==> config.mk <==
export PLATFORM = sky130hd
export DESIGN_NAME = ogru_queue
export DESIGN_NICKNAME = d
export VERILOG_FILES = /design/src/rtl/ogru_pkg.sv /design/src/rtl/ogru_queue.sv
export SDC_FILE = /design/constraint.sdc
export NUM_CORES = 1
export LEC_CHECK = 0
export ABC_AREA = 0
export BUFFER_PORTS_ARGS = -buffer_cell sky130_fd_sc_hd__buf_2
export CORE_MARGIN = 8
export CORE_UTILIZATION = 33
export DETAILED_ROUTE_END_ITERATION = 10
export SETUP_SLACK_MARGIN = 0.2
export SLEW_MARGIN = 30
export SYNTH_ARGS = -nofsm -noshare
export SYNTH_HDL_FRONTEND = slang
export SYNTH_SLANG_ARGS = --single-unit
==> constraint.sdc <==
create_clock -name clk -period 5.8 [get_ports clk]
set_clock_uncertainty 0.1 [all_clocks]
set_input_delay 0.87 -clock clk [delete_from_list [all_inputs] [get_ports clk]]
set_output_delay 0.87 -clock clk [all_outputs]
set_load 0.02 [all_outputs]
==> src/rtl/ogru_pkg.sv <==
`default_nettype none
// ----------------------------------------------------------------------------
// ogru_pkg
// Shared types, constants and helpers of the occupancy grid ray update block.
// ----------------------------------------------------------------------------
package ogru_pkg;

  // input coordinate: signed Q10.8 cells from the map centre
  localparam int IN_W   = 19;
  // grid coordinate, wide enough for every map size up to 4096 cells a side
  localparam int CW     = 13;
  // log-odds cell value, signed Q6.8
  localparam int VW     = 15;
  localparam int FW     = 11;
  localparam int OCC_W  = 14;
  localparam int CFG_W  = 15;
  localparam int IDX_W  = 1;
  localparam int QDEPTH = 2;

  localparam int LOG_ODDS_LIMIT = 12800;

  localparam logic CMD_RAY  = 1'b0;
  localparam logic CMD_READ = 1'b1;

  localparam logic [IDX_W-1:0] REG_FREE = 1'b0;
  localparam logic [IDX_W-1:0] REG_OCC  = 1'b1;

  localparam logic signed [VW-1:0] FREE_INC_RST = -15'sd104;
  localparam logic [OCC_W-1:0]     OCC_INC_RST  = 14'd562;

  typedef struct packed {
    logic                 cmd;
    logic signed [CW-1:0] sx;
    logic signed [CW-1:0] sy;
    logic signed [CW-1:0] ex;
    logic signed [CW-1:0] ey;
    logic                 ein;
  } item_t;

  function automatic logic in_map(input logic signed [CW-1:0] x,
                                  input logic signed [CW-1:0] y,
                                  input int unsigned size);
    logic [CW:0] lim;
    begin
      lim = (CW+1)'(size);
      in_map = !x[CW-1] && !y[CW-1] && ({1'b0, x} < lim) && ({1'b0, y} < lim);
    end
  endfunction

  function automatic logic signed [VW-1:0] sat_add(input logic signed [VW-1:0] a,
                                                   input logic signed [VW-1:0] b);
    logic signed [VW+1:0] s;
    logic signed [VW+1:0] lim;
    begin
      lim = (VW+2)'(LOG_ODDS_LIMIT);
      s   = {{2{a[VW-1]}}, a} + {{2{b[VW-1]}}, b};
      if (s > lim) begin
        sat_add = lim[VW-1:0];
      end else if (s < -lim) begin
        sat_add = VW'(-lim);
      end else begin
        sat_add = s[VW-1:0];
      end
    end
  endfunction

endpackage
`default_nettype wire

==> src/rtl/ogru_queue.sv <==
`default_nettype none
// ----------------------------------------------------------------------------
// ogru_queue
// Short FIFO of classified items between the front and the ray walker.
// ----------------------------------------------------------------------------
module ogru_queue (
  input  wire              clk,
  input  wire              rst_n,
  input  wire              push,
  input  wire ogru_pkg::item_t push_item,
  input  wire              pop,
  output ogru_pkg::item_t  pop_item,
  output logic             not_empty,
  output logic             full
);
  import ogru_pkg::*;

  localparam int PW = (QDEPTH > 1) ? $clog2(QDEPTH) : 1;
  localparam int NW = $clog2(QDEPTH + 1);

  item_t           q_r [QDEPTH];
  logic [PW-1:0]   wptr_r, rptr_r;
  logic [NW-1:0]   cnt_r, cnt_nxt;

  function automatic logic [PW-1:0] bump(input logic [PW-1:0] p);
    begin
      bump = (p == PW'(QDEPTH - 1)) ? '0 : p + PW'(1);
    end
  endfunction

  assign not_empty = (cnt_r != '0);
  assign full      = (cnt_r == NW'(QDEPTH));
  assign pop_item  = q_r[rptr_r];

  always_comb begin
    cnt_nxt = cnt_r;
    if (push && !pop) begin
      cnt_nxt = cnt_r + NW'(1);
    end else if (pop && !push) begin
      cnt_nxt = cnt_r - NW'(1);
    end
  end

  always_ff @(posedge clk) begin
    if (!rst_n) begin
      wptr_r <= '0;
      rptr_r <= '0;
      cnt_r  <= '0;
    end else begin
      cnt_r <= cnt_nxt;
      if (push) begin
        wptr_r <= bump(wptr_r);
      end
      if (pop) begin
        rptr_r <= bump(rptr_r);
      end
    end
  end

  always_ff @(posedge clk) begin
    if (push) begin
      q_r[wptr_r] <= push_item;
    end
  end

endmodule
`default_nettype wire

# Yosys cells after proc, flatten, opt, wreduce, memory -nomap -nowiden

Memory sizes are Yosys's and may differ from the RTL's. A register that Yosys moved wholly into a read port is not among the register bits.
Cells that the tools add are included.

Register bits: 4
Memory bits (writable): 108
Memories kept: 1

Memory list:

| name | words | bits a word | rd ports | clocked after memory_dff | write ports | line             | RTL |
|---|---|---|---|---|---|---|---|
| q_r  | 2     | 54          | 1        | 1                        | 1           | ogru_queue.sv:21 | `item_t q_r [QDEPTH];` |

Add/subtract/negate cells: 4
Equal/unequal tests: 1
Mux-type cells: 8
Reductions and logical operators: 6

Operators with widths:

| operator                                                           | number |
|---|---|
| 1-bit two-way mux                                                  | 6 |
| 2-bit two-way mux                                                  | 2 |
| 2-bit nonzero test                                                 | 2 |
| 1-bit adder, second input constant                                 | 2 |
| 2-bit by 1-bit adder with 2-bit output, second input constant      | 1 |
| 2-bit equality test, second input constant                         | 1 |
| 1-bit logical AND                                                  | 2 |
| 1-bit logical NOT                                                  | 2 |
| 2-bit by 1-bit subtractor with 2-bit output, second input constant | 1 |

# Longest topological paths before layout

Depth after elaboration: 4
Mapped depth: 5
Depth with buffers taken out: 5

# Worst setup path after synthesis

OpenSTA, ideal clock, no wires.

Path type: input to register
Start: input push
End: memory q_r[0][0] in the netlist's numbering (enable)
Library setup time: 0.473 ns
Data arrival time: 3.288 ns
Data required time: 5.227 ns
Path slack: 1.938 ns
Cell stages on the path: 1
Buffers on the path: 0
Cell sequence: nor2b_1

Cells in the longest elaborated chain, start to end: 2

RTL lines:

| what                                    | line             | RTL |
|---|---|---|
| start: declaration                      | ogru_queue.sv:9  | `input wire push,` |
| 1-bit two-way mux                       | ogru_queue.sv:61 | `if (push) begin` |
| 1-bit two-way mux (implied by the code) | ogru_queue.sv:62 | `q_r[wptr_r] <= push_item;` |
| end: declaration                        | ogru_queue.sv:21 |  |

Every way passes these cells.

==> flow_summary_export.csv <==
group,metric,value,unit
critical_path,r2r_end,"q_r[1][26]",
clock_network,post_cts_buffers,0,
grt,grt_start_max_net_pins,47,
synth,syn_inst,190,
critical_path,rr_worst_depth,2,
clock_network,cts_tree,"done",
synth,synth.top_cells.by_count,"edfxtp_1 (108), mux2_2 (54), buf_6 (5), dfxtp_1 (5), and2_1 (4)",
clock_network,root_buffer,"clkbuf_16",
routing,drtIter0Drc,110,
floorplanning,std_cell_rows,41,
critical_path,crit_arrival,2.05,ns
final_layout,antenna_cells,0,
sta,timing.hold.ws,0.436,ns
grt,grt_pass1_vias,2411,
clock_network,clock_path_buffers,2,
synth,synthArstFlopShare,0,%
sta,final-setup-viol-count,0,
placed_design,numPortBuffers,113,
routing,vias,2180,
synth,ys_types,17,
critical_path,cp-end-kind,"output port",
clock_network,cts-htree-levels,4,
floorplanning,fp.coreArea,12400,µm²
pwr,power_density,400,nW/µm²
sta,tns,0,ns
final_layout,fin_nets,378,
floorplanning,die_x,128,µm
sta,min_period,3.02,ns
critical_path,worstReg2RegStart,"wptr_r",
clock_network,numCtsBuffers,17,
pwr,p_leak,2.06,nW
synth,synth_largest_area_cell,"edfxtp_1",
synth,synth-seq-cells,113,
sta,worst_pin_slew,0.750,ns
run_status,status,"completed",
placed_design,finalWeightedCongestion,0.664,
clock_network,clkLatencyLatePin,0.40,ns
critical_path,critical_path.max_fanout,46,
clock_network,hold_buffers,0,
critical_path,crit_type,"flip-flop to output port",
final_layout,drive_gt1_share,61.1,%
synth,synth_area,4130,µm²
grt,grt_pass1_wl,12.5,mm
floorplanning,pin_count,114,
sta,fmax,331,MHz
floorplanning,initial_core_util,33.3,%
grt,antenna_found_initial,0,
routing,drcViolationCount,0,
sta,drv_slew,0,
floorplanning,dieArea,16400,µm²
sta,fin_crit_sh,52.1,%
clock_network,cts.sinks,113,
sta,slew_headroom,50.0,%
synth,ys.flop_type,"edfxtp_1",
pwr,vdd_ir_drop_max,0.000219,V
routing,postRouteAntennaNets,0,
synth,syn_area_per_cell,21.8,µm²
sta,hold_viol,0,
routing,firstDrtPassIters,4,
synth,synth_top_area_share,78.5,%
routing,finalWirelength,8.07,mm
floorplanning,fp.dieH,128,µm
grt,overflow,0,
synth,synth.area.top_cells,"edfxtp_1 (78%), mux2_2 (15%), dfxtp_1 (2.4%)",
synth,yosys_warnings,0,
sta,rsz0062_at_grt,"no",
job,max_cap_viol_count,0,
critical_path,critPathCapture,"pop_item[33]",
routing,wire_per_inst,16.0,µm
synth,synthMostInstantiatedCell,"edfxtp_1",
min_path,worstHoldPathType,"flip-flop to flip-flop",
clock_network,post_cts_resized,0,
routing,viasPerCell,4.33,
placed_design,place_hpwl,5.22,mm
synth,synth_nets,249,
critical_path,required,4.83,ns
synth,seq_area_frac_synth,80.9,%
final_layout,syn_to_final_growth,32.2,%
synth,synth_edf_count,108,
critical_path,reg2reg_slack,3.84,ns
final_layout,fillCellCount,1151,
grt,grt_usage,10.4,%
clock_network,clk_pin_slew_worst_paths,0.05,ns
critical_path,worstSetupStartpointType,"flip-flop",
## cells in the final DEF, fill, tap and decap left out, types with 2 or more instances in the layout
cell type and count:
xor2_1 2, clkinv_2 5, clkinvlp_4 3, clkbuf_1 2, clkinv_1 2, edfxtp_1 108, buf_2 113, dfxtp_1 4
mux2_2 54, and2_1 3, clkbuf_16 17, buf_4 3, bufinv_16 3
## metrics by stage
| stage | power [mW] | instance area [µm²] | std cells | util, % | worst slack [ns] |
|---|---|---|---|---|---|
| 4_1_cts | 2.22 | 5460 | 504 | 44.0 | 2.70 |
| 5_1_grt | 2.27 | 5460 | 504 | 44.0 | 2.66 |
| 3_5_place_dp | 1.19 | 4890 | 472 | 39.4 | 3.16 |
| 6_report | 2.18 | 5460 | 504 | 44.0 | 2.78 |
| 3_3_place_gp | 1.19 | 4890 | 472 | 39.4 | 3.18 |
| 2_1_floorplan | 1.11 | 4130 | 190 | - | 1.94 |
## worst max-delay path, stage by stage (launching register included)
cell and delay (ns):
dfxtp_2 0.45, buf_4 0.58, mux2_2 0.42, buf_2 0.16
## flip-flops by register name (all words and copies together), names as in the netlist, named ones only
name,flops
cnt_r,2
q_r,108
rptr_r,1
wptr_r,1
## metal layers
metal / GRT usage [%] / routed length [µm]
met1: 10.9 / 3350
met2: 16.4 / 3930
met3: 5.24 / 607
met4: 6.29 / 182
met5: 0 / 0
## layout make-up
class	count	area, µm²	area share [%]
tap	172	215	3.94
timing repair buffer	116	588	10.8
clock buffer	19	433	7.92
sequential	113	3340	61.2
multi-input combinational	70	734	13.4
inverter	1	3.75	0.0687
clock inverter	13	145	2.66
## how the worst min path moves through the flow
stage | start | to | slack (ns) | cells past startpoint
CTS | cnt_r[1] | cnt_r[1] | 0.43 | 2
global placement | cnt_r[1] | cnt_r[1] | 0.37 | 2
floorplan | cnt_r[1] | cnt_r[1] | 0.36 | 2
finish | cnt_r[1] | cnt_r[1] | 0.44 | 2
detailed placement | cnt_r[1] | cnt_r[1] | 0.42 | 2
global route | cnt_r[1] | cnt_r[1] | 0.47 | 2
## power by group
part / internal, mW / switching (mW)
clock: 0.666 / 0.347
sequential: 0.944 / 0.0128
combinational: 0.0889 / 0.127
total: 1.70 / 0.486
## logic make-up (layout without fill, tap and decap cells)
group | Yosys count | in the layout | share of synthesized area (%)
flip-flops | 113 | 113 | 80.9
AND/OR/NAND/NOR | 9 | 9 | 1.42
buffers and inverters | 7 | 149 | 1.57
adder cells (fa/ha/maj) | 1 | 1 | 0.303
AO/OA/AOI/OAI | 3 | 3 | 0.484
multiplexers | 54 | 54 | 14.7
XOR/XNOR | 3 | 3 | 0.636
Note: power is estimated with default switching activity, not from simulation.
