### src/rtl/ogru_pkg.sv
`default_nettype none
// ----------------------------------------------------------------------------
// ogru_pkg
// Shared types, constants and helpers of the occupancy grid ray update block.
// ----------------------------------------------------------------------------
package ogru_pkg;

  // input coordinate: signed Q10.8 cells from the map centre
  localparam int IN_W   = 19;
  // grid coordinate, wide enough for every map size up to 4096 cells a side
  localparam int CW     = 13;
  // log-odds cell value, signed Q6.8
  localparam int VW     = 15;
  localparam int FW     = 11;
  localparam int OCC_W  = 14;
  localparam int CFG_W  = 15;
  localparam int IDX_W  = 1;
  localparam int QDEPTH = 2;

  localparam int LOG_ODDS_LIMIT = 12800;

  localparam logic CMD_RAY  = 1'b0;
  localparam logic CMD_READ = 1'b1;

  localparam logic [IDX_W-1:0] REG_FREE = 1'b0;
  localparam logic [IDX_W-1:0] REG_OCC  = 1'b1;

  localparam logic signed [VW-1:0] FREE_INC_RST = -15'sd104;
  localparam logic [OCC_W-1:0]     OCC_INC_RST  = 14'd562;

  typedef struct packed {
    logic                 cmd;
    logic signed [CW-1:0] sx;
    logic signed [CW-1:0] sy;
    logic signed [CW-1:0] ex;
    logic signed [CW-1:0] ey;
    logic                 ein;
  } item_t;

  function automatic logic in_map(input logic signed [CW-1:0] x,
                                  input logic signed [CW-1:0] y,
                                  input int unsigned size);
    logic [CW:0] lim;
    begin
      lim = (CW+1)'(size);
      in_map = !x[CW-1] && !y[CW-1] && ({1'b0, x} < lim) && ({1'b0, y} < lim);
    end
  endfunction

  function automatic logic signed [VW-1:0] sat_add(input logic signed [VW-1:0] a,
                                                   input logic signed [VW-1:0] b);
    logic signed [VW+1:0] s;
    logic signed [VW+1:0] lim;
    begin
      lim = (VW+2)'(LOG_ODDS_LIMIT);
      s   = {{2{a[VW-1]}}, a} + {{2{b[VW-1]}}, b};
      if (s > lim) begin
        sat_add = lim[VW-1:0];
      end else if (s < -lim) begin
        sat_add = VW'(-lim);
      end else begin
        sat_add = s[VW-1:0];
      end
    end
  endfunction

endpackage
`default_nettype wire

### src/rtl/ogru_front.sv
`default_nettype none
// ----------------------------------------------------------------------------
// ogru_front
// Accepts ray and read beats, maps the coordinates to grid cells, flags the
// endpoint as inside or outside and pushes the classified item to the queue.
// ----------------------------------------------------------------------------
module ogru_front #(
  parameter int GRID_DIM = 256
) (
  input  wire                                     in_valid,
  output logic                                    in_stall,
  input  wire                                     in_cmd,
  input  wire logic signed [ogru_pkg::IN_W-1:0]   in_sensor_x,
  input  wire logic signed [ogru_pkg::IN_W-1:0]   in_sensor_y,
  input  wire logic signed [ogru_pkg::IN_W-1:0]   in_end_x,
  input  wire logic signed [ogru_pkg::IN_W-1:0]   in_end_y,
  input  wire                                     q_full,
  input  wire                                     clearing,
  output logic                                    push,
  output ogru_pkg::item_t                         push_item
);
  import ogru_pkg::*;

  localparam int GW   = CW + 8;
  localparam int BIAS = GRID_DIM * 128;

  function automatic logic signed [CW-1:0] to_grid(input logic signed [IN_W-1:0] f);
    logic signed [GW-1:0] v;
    begin
      v       = {{(GW-IN_W){f[IN_W-1]}}, f} + GW'(BIAS);
      to_grid = v[GW-1:8];
    end
  endfunction

  logic signed [CW-1:0] ex, ey;

  assign ex = to_grid(in_end_x);
  assign ey = to_grid(in_end_y);

  assign in_stall = q_full || clearing;
  assign push     = in_valid && !in_stall;

  always_comb begin
    push_item.cmd = in_cmd;
    push_item.sx  = to_grid(in_sensor_x);
    push_item.sy  = to_grid(in_sensor_y);
    push_item.ex  = ex;
    push_item.ey  = ey;
    push_item.ein = in_map(ex, ey, GRID_DIM);
  end

endmodule
`default_nettype wire

### config.mk
export PLATFORM = sky130hd
export DESIGN_NAME = ogru_front
export DESIGN_NICKNAME = d
export VERILOG_FILES = /design/src/rtl/ogru_pkg.sv /design/src/rtl/ogru_front.sv
export SDC_FILE = /design/constraint.sdc
export NUM_CORES = 1
export LEC_CHECK = 0
export ABC_CLOCK_PERIOD_IN_PS = 1000
export BUFFER_PORTS_ARGS = -buffer_cell sky130_fd_sc_hd__buf_4
export CAP_MARGIN = 25
export CORE_MARGIN = 8
export CORE_UTILIZATION = 19
export DETAILED_ROUTE_END_ITERATION = 16
export PLACE_DENSITY = 0.92
export SYNTH_ARGS = -nofsm -noshare
export SYNTH_HDL_FRONTEND = slang
export SYNTH_SLANG_ARGS = --single-unit
### constraint.sdc
create_clock -name vclk -period 1
set_input_delay 0.05 -clock vclk [all_inputs]
set_output_delay 0.05 -clock vclk [all_outputs]
set_load 0.005 [all_outputs]
After elaboration in Yosys (flattened, before gate mapping). Index checks and enable logic that the tools add are counted.

Order comparisons: 2. $add $sub $neg: 4. Reductions and logical operators: 8.

Operator list (count): 19-bit by 17-bit adder with 20-bit output (second input constant) (4); 13-bit by 9-bit < comparator with 1-bit output (second input constant) (2); 1-bit logical AND (4); 1-bit zero test (3); 1-bit logical OR (1).

Bits in registers: 0. Word-level logic and storage cells: 14.

Depth between registers and ports, before layout. Gate-level depths: netlist of the first run.

Depth in word-level cells: 5. Depth in mapped cells: 4.

Worst setup path before layout of the first run. Ideal clock, no wire load.

Kind: input -> output. Start point: input port in_end_y[15] (netlist name). End point: output port push_item[0] (netlist name). Setup slack: -0.059 ns. Data arrival time: 1.009 ns. Path buffers: 0. Required time: 0.950 ns. Cell stages on the path: 4. Path through: ha_1 > or3_1 > a211o_1 > nor4_2.

RTL lines: start, declared (RTL line ogru_front.sv:16) `input wire logic signed [ogru_pkg::IN_W-1:0] in_end_y,`; end, declared (RTL line ogru_front.sv:20) `output ogru_pkg::item_t push_item`.

==> summary.md, run 1 <==
| Metric | Value |
|---|---|
| Outcome | finished with violations |
| RSZ-0062 raised after global routing | yes |
| Die X | 66.61 microns |
| # clk buffers | 0 |
| Port Buffer Count | 46 |
| Vias in the first global route | 423 |
| DR WL/cell | 12.65 microns |
| Reg power frac | 0% |
| Clock network fraction of design power | 0% |
| Worst EP required | 0.95 ns |
| Peak VDD IR | 0.1638 mV |
| Ports | 136 |
| Sw Share | 36.69% |
| Measured slew at the worst slew-check pin | 0.2783 ns |
| Total GRT Usage | 5.240% |
| Slew margin rel. | 81.31% |
| LEAKAGE | 0.3705 nW |
| Register area share after synthesis | 0% |
| Max cap viols | 0 |
| P per Cell Area | 462.2 nW/um^2 |
| Hold Vio Cnt, Final | 0 |
| Final Core Density | 28.13% |
| Post-Route WL | 1.455 mm |
| Layout cells sized above 1 | 64.71% |
| Vias | 441 |
| Largest net degree at the start of global routing | 6 |
| Slew Viols, Final | 0 |
| Largest area contributor in the netlist | buf_4 |
| Minimum clock period | 1.204 ns |
| Crit-path max FO | 2 |
| Total Power | 0.0003193 W |
| Average size of a mapped cell | 7.374 sq um |
| Cell Chain, Critical Path | buf_8, ha_4, or3_1, a211o_1, nor4_2, buf_4 |
| Final setup fails | 1 |
| Arr. time, crit path | 1.15 ns |
| CP max stage delay | 0.30 ns |
| Postcts setup bufs | 0 |
| Storage element area | 0 sq um |
| FP Rows | 18 |
| Post-DRT Antenna Nets | 0 |
| Critical Path Sink Type | primary output |
| Final Cycle Share | 120.4% |
| Layout Nets | 171 |
| Logic pwr share | 100.0% |
| Placed inst area | 666.9 sq um |
| Die H | 66.61 microns |
| Crit path launch type | input pin |
| Sw power | 0.0001171 W |
| Ranking of synthesized cells by area | buf_4 51%, ha_1 10%, xnor2_1 7.2% |
| Initial drt markers | 1 |
| Synth warnings | 0 |
| Final Cell Area | 690.7 sq um |
| Number of antenna violations at the first check in global routing | 0 |
| Vias per Instance | 3.835 |
| Worst Slack Setup Final | -0.2038 ns |
| Synth cell types | 16 |
| DP HPWL | 1.331 mm |
| Flip-flop and latch count | 0 |
| Total gr overflow | 0 |
| Crit Path Class | input pin to primary output |
| Top cell type's share of synthesized area | 50.90% |
| Initial Util | 19.83% |
| Ant diodes | 0 |
| Final GP Congestion | 0.6196 |
| Die ar. | 4437 sq um |
| Hold Buf Count CTS | 0 |
| Drt pass-1 iters | 4 |
| Synth Cell Area | 486.7 sq um |
| Net Count, Synth | 150 |
| Internal | 0.0002021 W |
| First-pass GRT wire length | 1.918 mm |
| CP max-delay cell | or3_1 |
| Hold crit path type | input pin to primary output |
| DRC Markers | 0 |
| Syn Inst Count | 66 |
| Fmax | 0.8307 GHz |
| Failing checks | negative setup slack |
| Area delta synth->final | 41.90% |
| Core area | 2455 sq um |
## area by class of cell
type               instances  area [sq um]
inverters                  5         18.77
repair buffers            52         401.6
well taps                 30         37.54
multi-input cells         28         232.7
fillers                  273          1764
## stage by stage
stage / cells / setup TNS, ns / hold WS, ns / worst slack [ns]
after floorplan: 66 / -0.05871 / 0.1265 / -0.05871
after global placement: 115 / -0.3074 / 0.1000 / -0.3074
after detailed placement: 115 / -0.3131 / 0.1000 / -0.3131
after CTS: 115 / -0.2127 / 0.1000 / -0.2127
after global routing: 115 / -0.2206 / 0.1000 / -0.2206
final: 115 / -0.2038 / 0.1000 / -0.2038
## layer usage
| metal | wire (microns) | global-route usage, % |
|---|---|---|
| met5 | 0 | 0 |
| met4 | 72 | 2.933 |
| met3 | 191 | 1.174 |
| met2 | 702 | 9.677 |
| met1 | 489 | 5.233 |
## cell families after synthesis
| kind of cell | after synthesis | share of synthesized area (%) |
|---|---|---|
| simple gates | 11 | 13.11 |
| fa+ha+maj | 4 | 10.28 |
| xor+xnor | 8 | 14.39 |
| buf+inv | 38 | 54.76 |
| compound gates | 5 | 7.454 |
## cells in the mapped netlist (3+ instances only)
cell type  number
xnor2_1         4
buf_4          33
nand3_1         4
ha_1            4
inv_1           5
a21boi_0        3
xor2_1          4
## what timing repair did
action / 4_1_cts / 5_1_grt
cloned: 0 / 0
endpoints found under the setup margin: 1 / 3
pin swaps: 1 / 0
resized for setup: 4 / 2
## critical path, delay by kind of cell
family                   cells  cell delay, ns
AO/OA/AOI/OAI                1            0.28
adder cells (fa/ha/maj)      1            0.14
buffers and inverters        2            0.25
AND/OR/NAND/NOR              2            0.43
## placed cells by master, fill, tap and decap left out
master    synthesis  routed
a211o_1           1       1
a21boi_0          3       2
a21boi_1          0       1
a21oi_1           1       1
and2_1            1       1
buf_4            33      50
buf_6             0       1
buf_8             0       1
ha_1              4       3
ha_4              0       1
inv_1             5       5
nand2_1           1       1
nand3_1           4       4
nor2_1            1       1
nor3_1            1       1
nor4_2            1       1
or2_2             1       1
or3_1             1       1
xnor2_1           4       4
xor2_1            4       4
## worst paths after layout
path                         from            end  slack (ns)  cells past startpoint
setup / recovery     in_end_y[15]   push_item[0]       -0.20                      6
hold / removal    in_sensor_y[11]  push_item[30]        0.10                      0
## power by group through the flow
stage	clock [W]	combinational, W	sequential [W]
6_report	0	0.000319	0
5_1_grt	0	0.000348	0
4_1_cts	0	0.000324	0
3_5_place_dp	0	0.000315	0
3_3_place_gp	0	0.000312	0
2_1_floorplan	0	0.000196	0
Note: power is estimated with default switching activity, not from simulation.
==> inputs of run 2 (changes only) <==
==> constraint.sdc (replaced) <==
create_clock -name vclk -period 1
set_input_delay 0.05 -clock vclk [all_inputs]
set_output_delay 0.05 -clock vclk [all_outputs]
set_load 0.05 [all_outputs]
==> run 2 against run 1 <==
  * The run still ends with negative setup slack left
  * Largest cell class unchanged
  * Global-route usage grew 1.7 points
  * Utilization rose by 4.6 points
  * First-iteration DRC count rose to 4.0 times the previous value
==> summary.md, run 2 (synthesized netlist as in run 1, its figures left out) <==
| Metric | Value |
|---|---|
| Outcome | finished with violations (unchanged) |
| Failing checks | negative setup slack (unchanged) |
| Drt pass-1 iters | 4 (unchanged) |
| Minimum clock period | 1.323 ns (was 1.204 ns) |
| Flip-flop and latch count | 0 (unchanged) |
| Max cap viols | 0 (unchanged) |
| Number of antenna violations at the first check in global routing | 0 (unchanged) |
| Crit Path Class | input pin to primary output (unchanged) |
| Peak VDD IR | 0.3094 mV (was 0.1638 mV) |
| Post-DRT Antenna Nets | 0 (unchanged) |
| Vias | 493 (was 441) |
| Total gr overflow | 0 (unchanged) |
| Area delta synth->final | 65.04% (was 41.90%) |
| Final Core Density | 32.72% (was 28.13%) |
| Storage element area | 0 sq um (unchanged) |
| DRC Markers | 0 (unchanged) |
| RSZ-0062 raised after global routing | yes (unchanged) |
| Fmax | 0.7559 GHz (was 0.8307 GHz) |
| Vias per Instance | 4.214 (was 3.835) |
| Post-Route WL | 1.746 mm (was 1.455 mm) |
| Die H | 66.61 microns (unchanged) |
| Measured slew at the worst slew-check pin | 0.2684 ns (was 0.2783 ns) |
| DR WL/cell | 14.92 microns (was 12.65 microns) |
| Largest net degree at the start of global routing | 6 (unchanged) |
| # clk buffers | 0 (unchanged) |
| Initial drt markers | 4 (was 1) |
| Slew margin rel. | 82.11% (was 81.31%) |
| Total GRT Usage | 6.958% (was 5.240%) |
| Final setup fails | 1 (unchanged) |
| Layout Nets | 173 (was 171) |
| Placed inst area | 780.7 sq um (was 666.9 sq um) |
| Final GP Congestion | 0.7603 (was 0.6196) |
| Ant diodes | 0 (unchanged) |
| Hold crit path type | input pin to primary output (unchanged) |
| Crit-path max FO | 2 (unchanged) |
| P per Cell Area | 835.3 nW/um^2 (was 462.2 nW/um^2) |
| Crit path launch type | input pin (unchanged) |
| Layout cells sized above 1 | 80.46% (was 64.71%) |
| Most frequent cells in the layout | 51 x buf_4, 5 x inv_1, 4 x nand3_1, 4 x xnor2_2, 3 x xor2_2 (was 50 x buf_4, 5 x inv_1, 4 x xor2_1, 4 x nand3_1, 4 x xnor2_1) |
| LEAKAGE | 0.4248 nW (was 0.3705 nW) |
| Fill count | 245 (was 273) |
| Core area | 2455 sq um (unchanged) |
| Commonest non-fill, non-tap cell in the layout | buf_4 (unchanged) |
| Final Cycle Share | 132.3% (was 120.4%) |
| Initial Util | 19.83% (unchanged) |
| Port Buffer Count | 46 (unchanged) |
| Worst Slack Setup Final | -0.3229 ns (was -0.2038 ns) |
| Final Cell Area | 803.3 sq um (was 690.7 sq um) |
| FP Rows | 18 (unchanged) |
| Ports | 136 (unchanged) |
| Vias in the first global route | 581 (was 423) |
| First-pass GRT wire length | 2.553 mm (was 1.918 mm) |
| Arr. time, crit path | 1.27 ns (was 1.15 ns) |
| Die ar. | 4437 sq um (unchanged) |
| Setup slack at placement | -0.4292 ns (was -0.3131 ns) |
| Worst EP required | 0.95 ns (about the same) |
| Hold Vio Cnt, Final | 0 (unchanged) |
| Slew Viols, Final | 0 (unchanged) |
| DP HPWL | 1.638 mm (was 1.331 mm) |
| Die X | 66.61 microns (unchanged) |
| Critical Path Sink Type | primary output (unchanged) |
## run 2: path summary, 6_finish.rpt
check / startpoint / end / slack [ns] / depth (start not counted)
max: in_end_y[16] / push_item[0] / -0.32 / 6
min: in_sensor_x[11] / push_item[43] / 0.10 / 0
## run 2: through the flow
| step | hold WS (ns) | power [W] | cells | setup TNS [ns] |
|---|---|---|---|---|
| finish | 0.1000 | 0.0006710 | 117 | -0.3229 |
| global route | 0.1001 | 0.0007025 | 117 | -0.3633 |
| detailed placement | 0.1003 | 0.0006714 | 116 | -0.4292 |
| CTS | 0.1003 | 0.0006781 | 117 | -0.3688 |
| global placement | 0.1003 | 0.0006617 | 116 | -0.4040 |
| floorplan | 0.1956 | 0.0007534 | 66 | -0.5491 |
## run 2: power breakdown
part           internal, W  switching (W)
registers                0              0
logic             0.000243       0.000428
clock network            0              0
## run 2: worst max-delay path, cell delays in order
cell     delay [ns]
buf_8          0.10
ha_4           0.15
or3_1          0.34
a211o_1        0.30
nor4_4         0.15
buf_6          0.19
## run 2: repair_timing
action	4_1_cts	5_1_grt
pin swaps	4	1
gates resized for setup	3	1
setup buffers	1	0
hold buffers	0	0
endpoints found under the setup margin	1	1
## run 2: layer usage
metal	track usage (%)	vias to the layer above	wire (microns)
met2	13.26	53	782
met5	0	-	0
met3	5.201	14	444
met1	4.789	207	443
li1	-	219	-
met4	3.200	0	76
## run 2: layout make-up
cell class | instances | area [sq um] | area share [%]
Timing Repair Buffer | 54 | 420.4 | 52.34
Multi-Input combinational cell | 28 | 326.6 | 40.65
Tap cell | 30 | 37.54 | 4.673
Inverter | 5 | 18.77 | 2.336
